File: src/rtl/prd_pkg.sv
// ----------------------------------------------------------------------------
// prd_pkg
// Shared types and constants for the pooled random range draw block.
// ----------------------------------------------------------------------------
`default_nettype none

package prd_pkg;

    localparam int WORD_W  = 32;
    localparam int RANGE_W = 16;
    localparam int ADDR_W  = 9;
    localparam int KIND_W  = 2;
    localparam int DATA_W  = 64;

    // exponent of the search base once 32*n is folded into it (2^31 / 32)
    localparam int BASE_LOG = 26;
    localparam int BASE_W   = BASE_LOG + 1;
    localparam int SHIFT_W  = 5;
    localparam int CNT_W    = 5;

    localparam logic [KIND_W-1:0] KIND_WRITE  = 2'd0;
    localparam logic [KIND_W-1:0] KIND_SETPOS = 2'd1;
    localparam logic [KIND_W-1:0] KIND_DRAW   = 2'd2;

    // request into the reduction engine
    typedef struct packed {
        logic               start;
        logic [RANGE_W-1:0] n;
        logic [WORD_W-1:0]  word;
    } prd_req_t;

    // response from the reduction engine
    typedef struct packed {
        logic               done;
        logic [RANGE_W-1:0] value;
    } prd_rsp_t;

endpackage

`default_nettype wire

File: src/rtl/prd_reduce.sv
// ----------------------------------------------------------------------------
// prd_reduce
// Range reduction of one pool word: serial n*n, power-of-two factor search,
// then a bit-serial restoring modulo by n over the kept word bits.
// ----------------------------------------------------------------------------
`default_nettype none

module prd_reduce
(
    input  wire logic          clk,
    input  wire logic          rst_n,
    input  wire prd_pkg::prd_req_t req,
    output      prd_pkg::prd_rsp_t rsp
);

    typedef enum logic [3:0] {
        E_IDLE = 4'b0001,
        E_SQ   = 4'b0010,
        E_SRCH = 4'b0100,
        E_DIV  = 4'b1000
    } eng_state_t;

    eng_state_t                       state_reg, state_next;
    logic                             done_reg, done_next;
    logic [prd_pkg::RANGE_W-1:0]      n_reg, n_next;
    logic [prd_pkg::WORD_W-1:0]       word_reg, word_next;
    logic [prd_pkg::WORD_W-1:0]       acc_reg, acc_next;
    logic [prd_pkg::WORD_W-1:0]       madd_reg, madd_next;
    logic [prd_pkg::RANGE_W-1:0]      mplier_reg, mplier_next;
    logic [prd_pkg::BASE_W-1:0]       base_reg, base_next;
    logic [prd_pkg::SHIFT_W-1:0]      k_reg, k_next;
    logic [prd_pkg::CNT_W-1:0]        cnt_reg, cnt_next;
    logic [prd_pkg::RANGE_W-1:0]      rem_reg, rem_next;
    logic [prd_pkg::RANGE_W:0]        trial;

    always_comb
    begin
        state_next  = state_reg;
        done_next   = 1'b0;
        n_next      = n_reg;
        word_next   = word_reg;
        acc_next    = acc_reg;
        madd_next   = madd_reg;
        mplier_next = mplier_reg;
        base_next   = base_reg;
        k_next      = k_reg;
        cnt_next    = cnt_reg;
        rem_next    = rem_reg;
        trial       = {rem_reg, word_reg[prd_pkg::WORD_W-1]};

        case (state_reg)
            E_IDLE:
            begin
                if (req.start)
                begin
                    n_next      = req.n;
                    word_next   = req.word;
                    acc_next    = '0;
                    madd_next   = {{(prd_pkg::WORD_W-prd_pkg::RANGE_W){1'b0}}, req.n};
                    mplier_next = req.n;
                    cnt_next    = prd_pkg::CNT_W'(prd_pkg::RANGE_W - 1);
                    state_next  = E_SQ;
                end
            end
            E_SQ:
            begin
                // shift-add square, one multiplier bit a cycle
                if (mplier_reg[0])
                    acc_next = acc_reg + madd_reg;
                madd_next   = {madd_reg[prd_pkg::WORD_W-2:0], 1'b0};
                mplier_next = {1'b0, mplier_reg[prd_pkg::RANGE_W-1:1]};
                if (cnt_reg == '0)
                begin
                    base_next  = prd_pkg::BASE_W'(1) << prd_pkg::BASE_LOG;
                    k_next     = '0;
                    state_next = E_SRCH;
                end
                else
                    cnt_next = cnt_reg - 1'b1;
            end
            E_SRCH:
            begin
                // halve while 2^(26-k) >= n*n
                if ({{(prd_pkg::WORD_W-prd_pkg::BASE_W){1'b0}}, base_reg} >= acc_reg)
                begin
                    base_next = {1'b0, base_reg[prd_pkg::BASE_W-1:1]};
                    k_next    = k_reg + 1'b1;
                end
                else
                begin
                    // keep word bits 31 down to k+1
                    cnt_next   = prd_pkg::CNT_W'(prd_pkg::WORD_W - 1) - k_reg;
                    rem_next   = '0;
                    state_next = E_DIV;
                end
            end
            E_DIV:
            begin
                if (trial >= {1'b0, n_reg})
                    rem_next = prd_pkg::RANGE_W'(trial - {1'b0, n_reg});
                else
                    rem_next = trial[prd_pkg::RANGE_W-1:0];
                word_next = {word_reg[prd_pkg::WORD_W-2:0], 1'b0};
                if (cnt_reg == prd_pkg::CNT_W'(1))
                begin
                    done_next  = 1'b1;
                    state_next = E_IDLE;
                end
                else
                    cnt_next = cnt_reg - 1'b1;
            end
            default:
            begin
                state_next = E_IDLE;
            end
        endcase
    end

    always_ff @(posedge clk or negedge rst_n)
    begin
        if (!rst_n)
        begin
            state_reg <= E_IDLE;
            done_reg  <= 1'b0;
        end
        else
        begin
            state_reg <= state_next;
            done_reg  <= done_next;
        end
    end

    always_ff @(posedge clk)
    begin
        n_reg      <= n_next;
        word_reg   <= word_next;
        acc_reg    <= acc_next;
        madd_reg   <= madd_next;
        mplier_reg <= mplier_next;
        base_reg   <= base_next;
        k_reg      <= k_next;
        cnt_reg    <= cnt_next;
        rem_reg    <= rem_next;
    end

    assign rsp.done  = done_reg;
    assign rsp.value = rem_reg;

endmodule

`default_nettype wire

File: config.mk
export PLATFORM = sky130hd
export DESIGN_NAME = prd_reduce
export DESIGN_NICKNAME = d
export VERILOG_FILES = /design/src/rtl/prd_pkg.sv /design/src/rtl/prd_reduce.sv
export SDC_FILE = /design/constraint.sdc
export NUM_CORES = 1
export LEC_CHECK = 0
export BUFFER_PORTS_ARGS = -buffer_cell sky130_fd_sc_hd__buf_4
export CAP_MARGIN = 20
export CORE_ASPECT_RATIO = 1.5
export CORE_UTILIZATION = 50
export CTS_CLUSTER_DIAMETER = 120
export DETAILED_ROUTE_END_ITERATION = 10
export PLACE_DENSITY = 0.74
export SYNTH_ARGS = -nofsm -noshare
export SYNTH_HDL_FRONTEND = slang
export SYNTH_SLANG_ARGS = --single-unit
File: constraint.sdc
create_clock -name clk -period 7.7 [get_ports clk]
set_input_delay 0.385 -clock clk [delete_from_list [all_inputs] [get_ports clk]]
set_output_delay 0.385 -clock clk [all_outputs]
set_load 0.02 [all_outputs]
Word-level counts from Yosys, hierarchy flattened
Index checks and enable logic that the tools add are counted.
{ "totals": {"ram_bits": 0, "input_bits": 51, "latchBits": 0, "elab_cells": 75, "mem_count": 0, "mem_bits_ro": 0, "ff_bits": 186, "out_inout_bits": 17} }
{ "classes": {"n_eq_ne": 13, "n_lt_le_gt_ge": 2, "div": 0, "multipliers": 0, "n_bitwise": 0, "n_addsub": 5, "n_mux": 30, "reduce_logical": 14, "shifts": 0} }
{ "ops": {"columns": ["op", "count"], "rows": [
  ["$pmux 32 s2", 3],
  ["$mux 32", 4],
  ["$pmux 16 s2", 2],
  ["$mux 27", 2],
  ["$pmux 27 s2", 1],
  ["$mux 16", 3],
  ["$add 32x32->32", 1],
  ["$ge 27x32->1", 1],
  ["$mux 5", 6],
  ["$pmux 5 s4", 1],
  ["$ge 17x16->1", 1],
  ["$mux 4", 4],
  ["$ne 2x2->1 const B", 8],
  ["$pmux 4 s4", 1],
  ["$sub 16x16->16", 1],
  ["$pmux 5 s2", 1],
  ["$reduce_and 2->1", 4],
  ["$reduce_bool 2->1", 4],
  ["$reduce_and 3->1", 2],
  ["$add 5x1->5 const B", 1],
  ["$eq 5x1->1 const B", 1],
  ["$logic_not 5->1", 1],
  ["$reduce_and 5->1", 1],
  ["$sub 5x1->5 const B", 1],
  ["other kinds (8)", 9]
]} }

Depth between registers and ports, before layout
{ "depth": {"word_depth": 3, "mapped_depth": 11, "mapped_depth_nobuf": 10} }

Worst setup path after synthesis
OpenSTA, ideal clock, no wires.
{ "synth_timing": {"kind": "reg2reg", "startpoint": "register state_reg[0]", "endpoint": "register madd_reg[0] in the netlist's numbering, enable pin", "synth_period_minus_slack_ns": 2.869, "t_required_ns": 7.115, "t_arrival_ns": 2.284, "setup_slack_ns": 4.831, "setup_ns": 0.585, "n_path_buf": 3, "stages_incl_launch_ff": 7, "cell_sequence": "dfstp_2 nor2b_1 clkbuf_1 nand2_1 clkbuf_1 clkbuf_1 nand2_1"} }
{ "synth_via": {"elab_chain_len": 3, "elab_cells_between_ends": 5, "classes_between": "3 x eq/ne; 2 x reduce/logical"} }
{ "synth_lines": {"columns": ["element", "line_no", "source"], "rows": [
  ["start, declared", "prd_reduce.sv:23", "eng_state_t state_reg, state_next;"],
  ["start signal, assigned", "prd_reduce.sv:128", "state_reg <= state_next;"],
  ["$eq 4x1->1 or $eq 4x2->1 (tied branches)", "prd_reduce.sv:51", "case (state_reg)"],
  ["$ne 2x2->1 (no source line) or $reduce_bool 2->1 (tied branches)", null, null],
  ["$reduce_and 2->1 (no source line) *", null, null],
  ["end signal, assigned", "prd_reduce.sv:138", "madd_reg <= madd_next;"],
  ["end, declared", "prd_reduce.sv:28", "logic [prd_pkg::WORD_W-1:0] madd_reg, madd_next;"]
]} }
Every way passes the cells marked *; elsewhere a longest branch is shown, timed or not.
A chain may end at the register's enable or synchronous reset.

Worst setup path in the final report
{ "layout_timing": {"startpoint": "register state_reg[3]", "endpoint": "register cnt_reg[1] in the netlist's numbering, enable pin"} }
{ "layout_via": {"elab_chain_len": 3, "elab_cells_between_ends": 10, "classes_between": "8 x eq/ne; 2 x reduce/logical"} }
{ "layout_lines": {"columns": ["element", "line_no", "source"], "rows": [
  ["$eq 4x4->1 (tied with other cells)", "prd_reduce.sv:51", null],
  ["$reduce_bool 4->1 (no source line) or $ne 2x2->1 (tied branches)", null, null],
  ["$reduce_and 5->1 (no source line) *", null, null],
  ["end signal, assigned", "prd_reduce.sv:142", "cnt_reg <= cnt_next;"],
  ["end, declared", "prd_reduce.sv:32", "logic [prd_pkg::CNT_W-1:0] cnt_reg, cnt_next;"]
]} }
Marks and branches as above.

==> flow_metrics.py <==
metrics = {
    "global_routing": {
        "grt_pass1_wl_um": 36200,
        "grt_usage_pct": 21.2,
        "antenna_found_initial": 0,
        "grt_overflow": 0,
        "grt_max_degree": 50,
        "grt_pass1_vias": 7705,
    },
    "detailed_routing": {
        "drt-met1-wl_um": 8870,
        "routedWlPerCell_um": 16.5,
        "num_vias": 7721,
        "drc": 0,
        "wirelength_um": 22500,
        "dr.pass1.iters": 4,
        "met2_length_um": 12200,
        "ant_nets": 0,
        "top_layer": "met4",
        "drtIter0Drc": 410,
        "vias_per_cell": 5.64,
        "wl_met3_um": 834,
    },
    "synth": {
        "ys_ff_latch": 186,
        "synth_top_family_by_area": "simple AND/OR/NAND/NOR gates",
        "synth_xor_area_share_pct": 2.57,
        "async_flop_share_pct": 2.69,
        "seq_area_frac_synth_pct": 52.6,
        "ys.warnings.count": 0,
        "synthAdderAreaFrac_pct": 9.60,
        "synth_compound_area_share_pct": 12.9,
        "synth-simple-area-share_pct": 18.0,
        "synth_fp_nets": 1159,
        "synthCells": 1028,
        "yosys.cell_types.count": 68,
        "synth.avg_cell_area_um2": 10.3,
        "synth_area_um2": 10600,
        "ys.flop_type": "edfxtp_1",
        "synth_edf_count": 181,
        "synthMuxAreaShare_pct": 1.05,
    },
    "setup_path": {
        "r2r-start": "state_reg[3]",
        "critical_path_class": "reg -> reg",
        "worst_ep_arrival_time_ns": 3.42,
        "cp_max_fo": 21,
        "reg2reg_to": "cnt_reg[1]",
        "start_kind": "flip-flop",
        "reg2reg_slack_ns": 4.35,
        "required_ns": 7.77,
        "end_kind": "flip-flop",
        "reg2reg_depth": 6,
    },
    "final_layout": {
        "final_common_cell": "nand2_1",
        "area_growth_pct": 13.0,
        "layout_common_cells": "nand2_1 (209), edfxtp_1 (181), nor2_1 (87)",
        "diodes": 0,
        "nNetsFinal": 1222,
        "drive_gt1_share_pct": 11.4,
        "final_util_pct": 58.1,
    },
    "floorplanning": {
        "dieArea_um2": 21800,
        "start_util_pct": 51.4,
        "die_h_um": 180,
        "num_io_pins": 68,
        "fp.dieW_um": 121,
        "core_um2": 20600,
        "rows": 64,
    },
    "sta": {
        "finalWorstPathRequiredPeriod_ns": 3.35,
        "finalSetupTns_ns": 0,
        "hold_violations": 0,
        "slew_viol_final": 0,
        "fmax_mhz": 299,
        "relSlewSlack_pct": 30.0,
        "setup_violations": 0,
        "worstMarginPinSlew_ns": 1.05,
        "fin_worst_skew_ns": 0.00858,
        "grt_setup_unrepaired": "no",
        "finalCritPeriodShare_pct": 43.5,
    },
    "worst_hold_path": {
        "worstHoldStart": "req[37]",
        "hold-path-endpoint": "n_reg[5]",
        "hold_path_class": "in -> reg",
        "min_path_cells": 1,
    },
    "clocking": {
        "cts_sinks": 186,
        "cts_buffers": 17,
        "cts.root.buffer_cell": "clkbuf_16",
        "cts_setup_buffers": 0,
        "cts.reportedPaths.clkPinSlew_ns": 0.07,
        "clk_path_buf_depth": 2,
        "htreeDepth": 4,
        "cts_tree": "yes",
        "clk_latency_ns": 0.43,
    },
    "power_and_ir_drop": {
        "worst_ir_drop_vdd_uv": 183,
        "p_leak_nw": 5.03,
        "powerDensity_nw_per_um2": 328,
    },
    "placement": {
        "hpwl_um": 16400,
        "place.gp.congestion": 0.912,
        "portBuffers": 67,
    },
    "run": {
        "cap_violations": 0,
    },
    "outcome": {
        "status": "completed",
    },
}
==> where the power goes <==
| part | switching [W] | internal, W |
|---|---|---|
| sequential | 0.000112 | 0.00144 |
| combinational | 0.000970 | 0.000569 |
| clock | 0.000384 | 0.000447 |
==> what timing repair did <==
| item | 4_1_cts | 5_1_grt |
|---|---|---|
| hold endpoints to repair | 5 | 0 |
| hold buffers | 1 | 0 |
| endpoints found under the setup margin | 0 | 0 |
| gates resized for setup | 0 | 0 |
==> per-stage QoR <==
stage          hold WS, ns  cell area (um^2)  total power [W]  worst slack (ns)  instances
4_1_cts              0.123             11900          0.00391              4.36       1365
3_5_place_dp         0.195             11300          0.00308              4.40       1332
5_1_grt              0.115             12000          0.00417              4.00       1368
6_report             0.134             12000          0.00392              4.35       1368
2_1_floorplan       0.0894             10600          0.00269              4.83       1028
3_3_place_gp         0.194             11300          0.00305              4.47       1332
==> worst max-delay path, stage by stage (launching register included) <==
cell,delay [ns]
dfrtp_1,0.44
nor2_1,0.81
nand2_1,0.28
inv_1,0.57
nor2_1,0.14
or2_2,0.30
a31oi_1,0.45
==> routing by layer <==
| layer | global-route usage, % | up-vias |
|---|---|---|
| met1 | 23.3 | 3669 |
| met5 | 0 | - |
| met2 | 39.8 | 200 |
| met4 | 8.35 | 0 |
| li1 | - | 3806 |
| met3 | 3.64 | 46 |
==> layout make-up <==
cell class	count	area (um^2)
Clock inverter	14	121
Clock buffer	18	429
Multi-Input combinational cell	751	4680
Inverter	58	218
Timing Repair Buffer	77	613
Sequential cell	186	5560
Tap cell	264	330
Fill cell	1753	8630
==> Yosys cell counts (all sizes together), types with 10 or more instances <==
cell type | instances | share of area (%)
ha | 78 | 9.2
a21oi | 53 | 2.6
nand4 | 10 | 0.59
a21o | 17 | 1.2
clkbuf | 24 | 0.86
nor2b | 11 | 0.65
and2 | 31 | 1.8
and3 | 20 | 1.2
o21ai | 50 | 2.4
nand3 | 10 | 0.47
edfxtp | 181 | 51
nor2 | 87 | 3.1
nand2 | 210 | 7.5
mux2i | 10 | 0.95
nor3 | 23 | 1.1
a211oi | 17 | 1.3
xnor2 | 13 | 1.1
inv | 57 | 2.0
xor2 | 18 | 1.5
==> worst max-delay path by stage <==
stage                             from           to
after floorplan           state_reg[0]  madd_reg[0]
after global placement    state_reg[3]   cnt_reg[0]
after detailed placement  state_reg[3]   cnt_reg[1]
after CTS                 state_reg[3]   cnt_reg[1]
after global routing      state_reg[3]   cnt_reg[0]
final                     state_reg[3]   cnt_reg[1]
==> logic make-up after synthesis <==
kind of cell / Yosys count
buffers and inverters: 91
DFF: 186
AOI/OAI and AO/OA: 202
adders and majority gates: 80
xor gates and xnor gates: 31
and+or+nand+nor: 427
muxes: 11
Note: power is estimated with default switching activity, not from simulation.
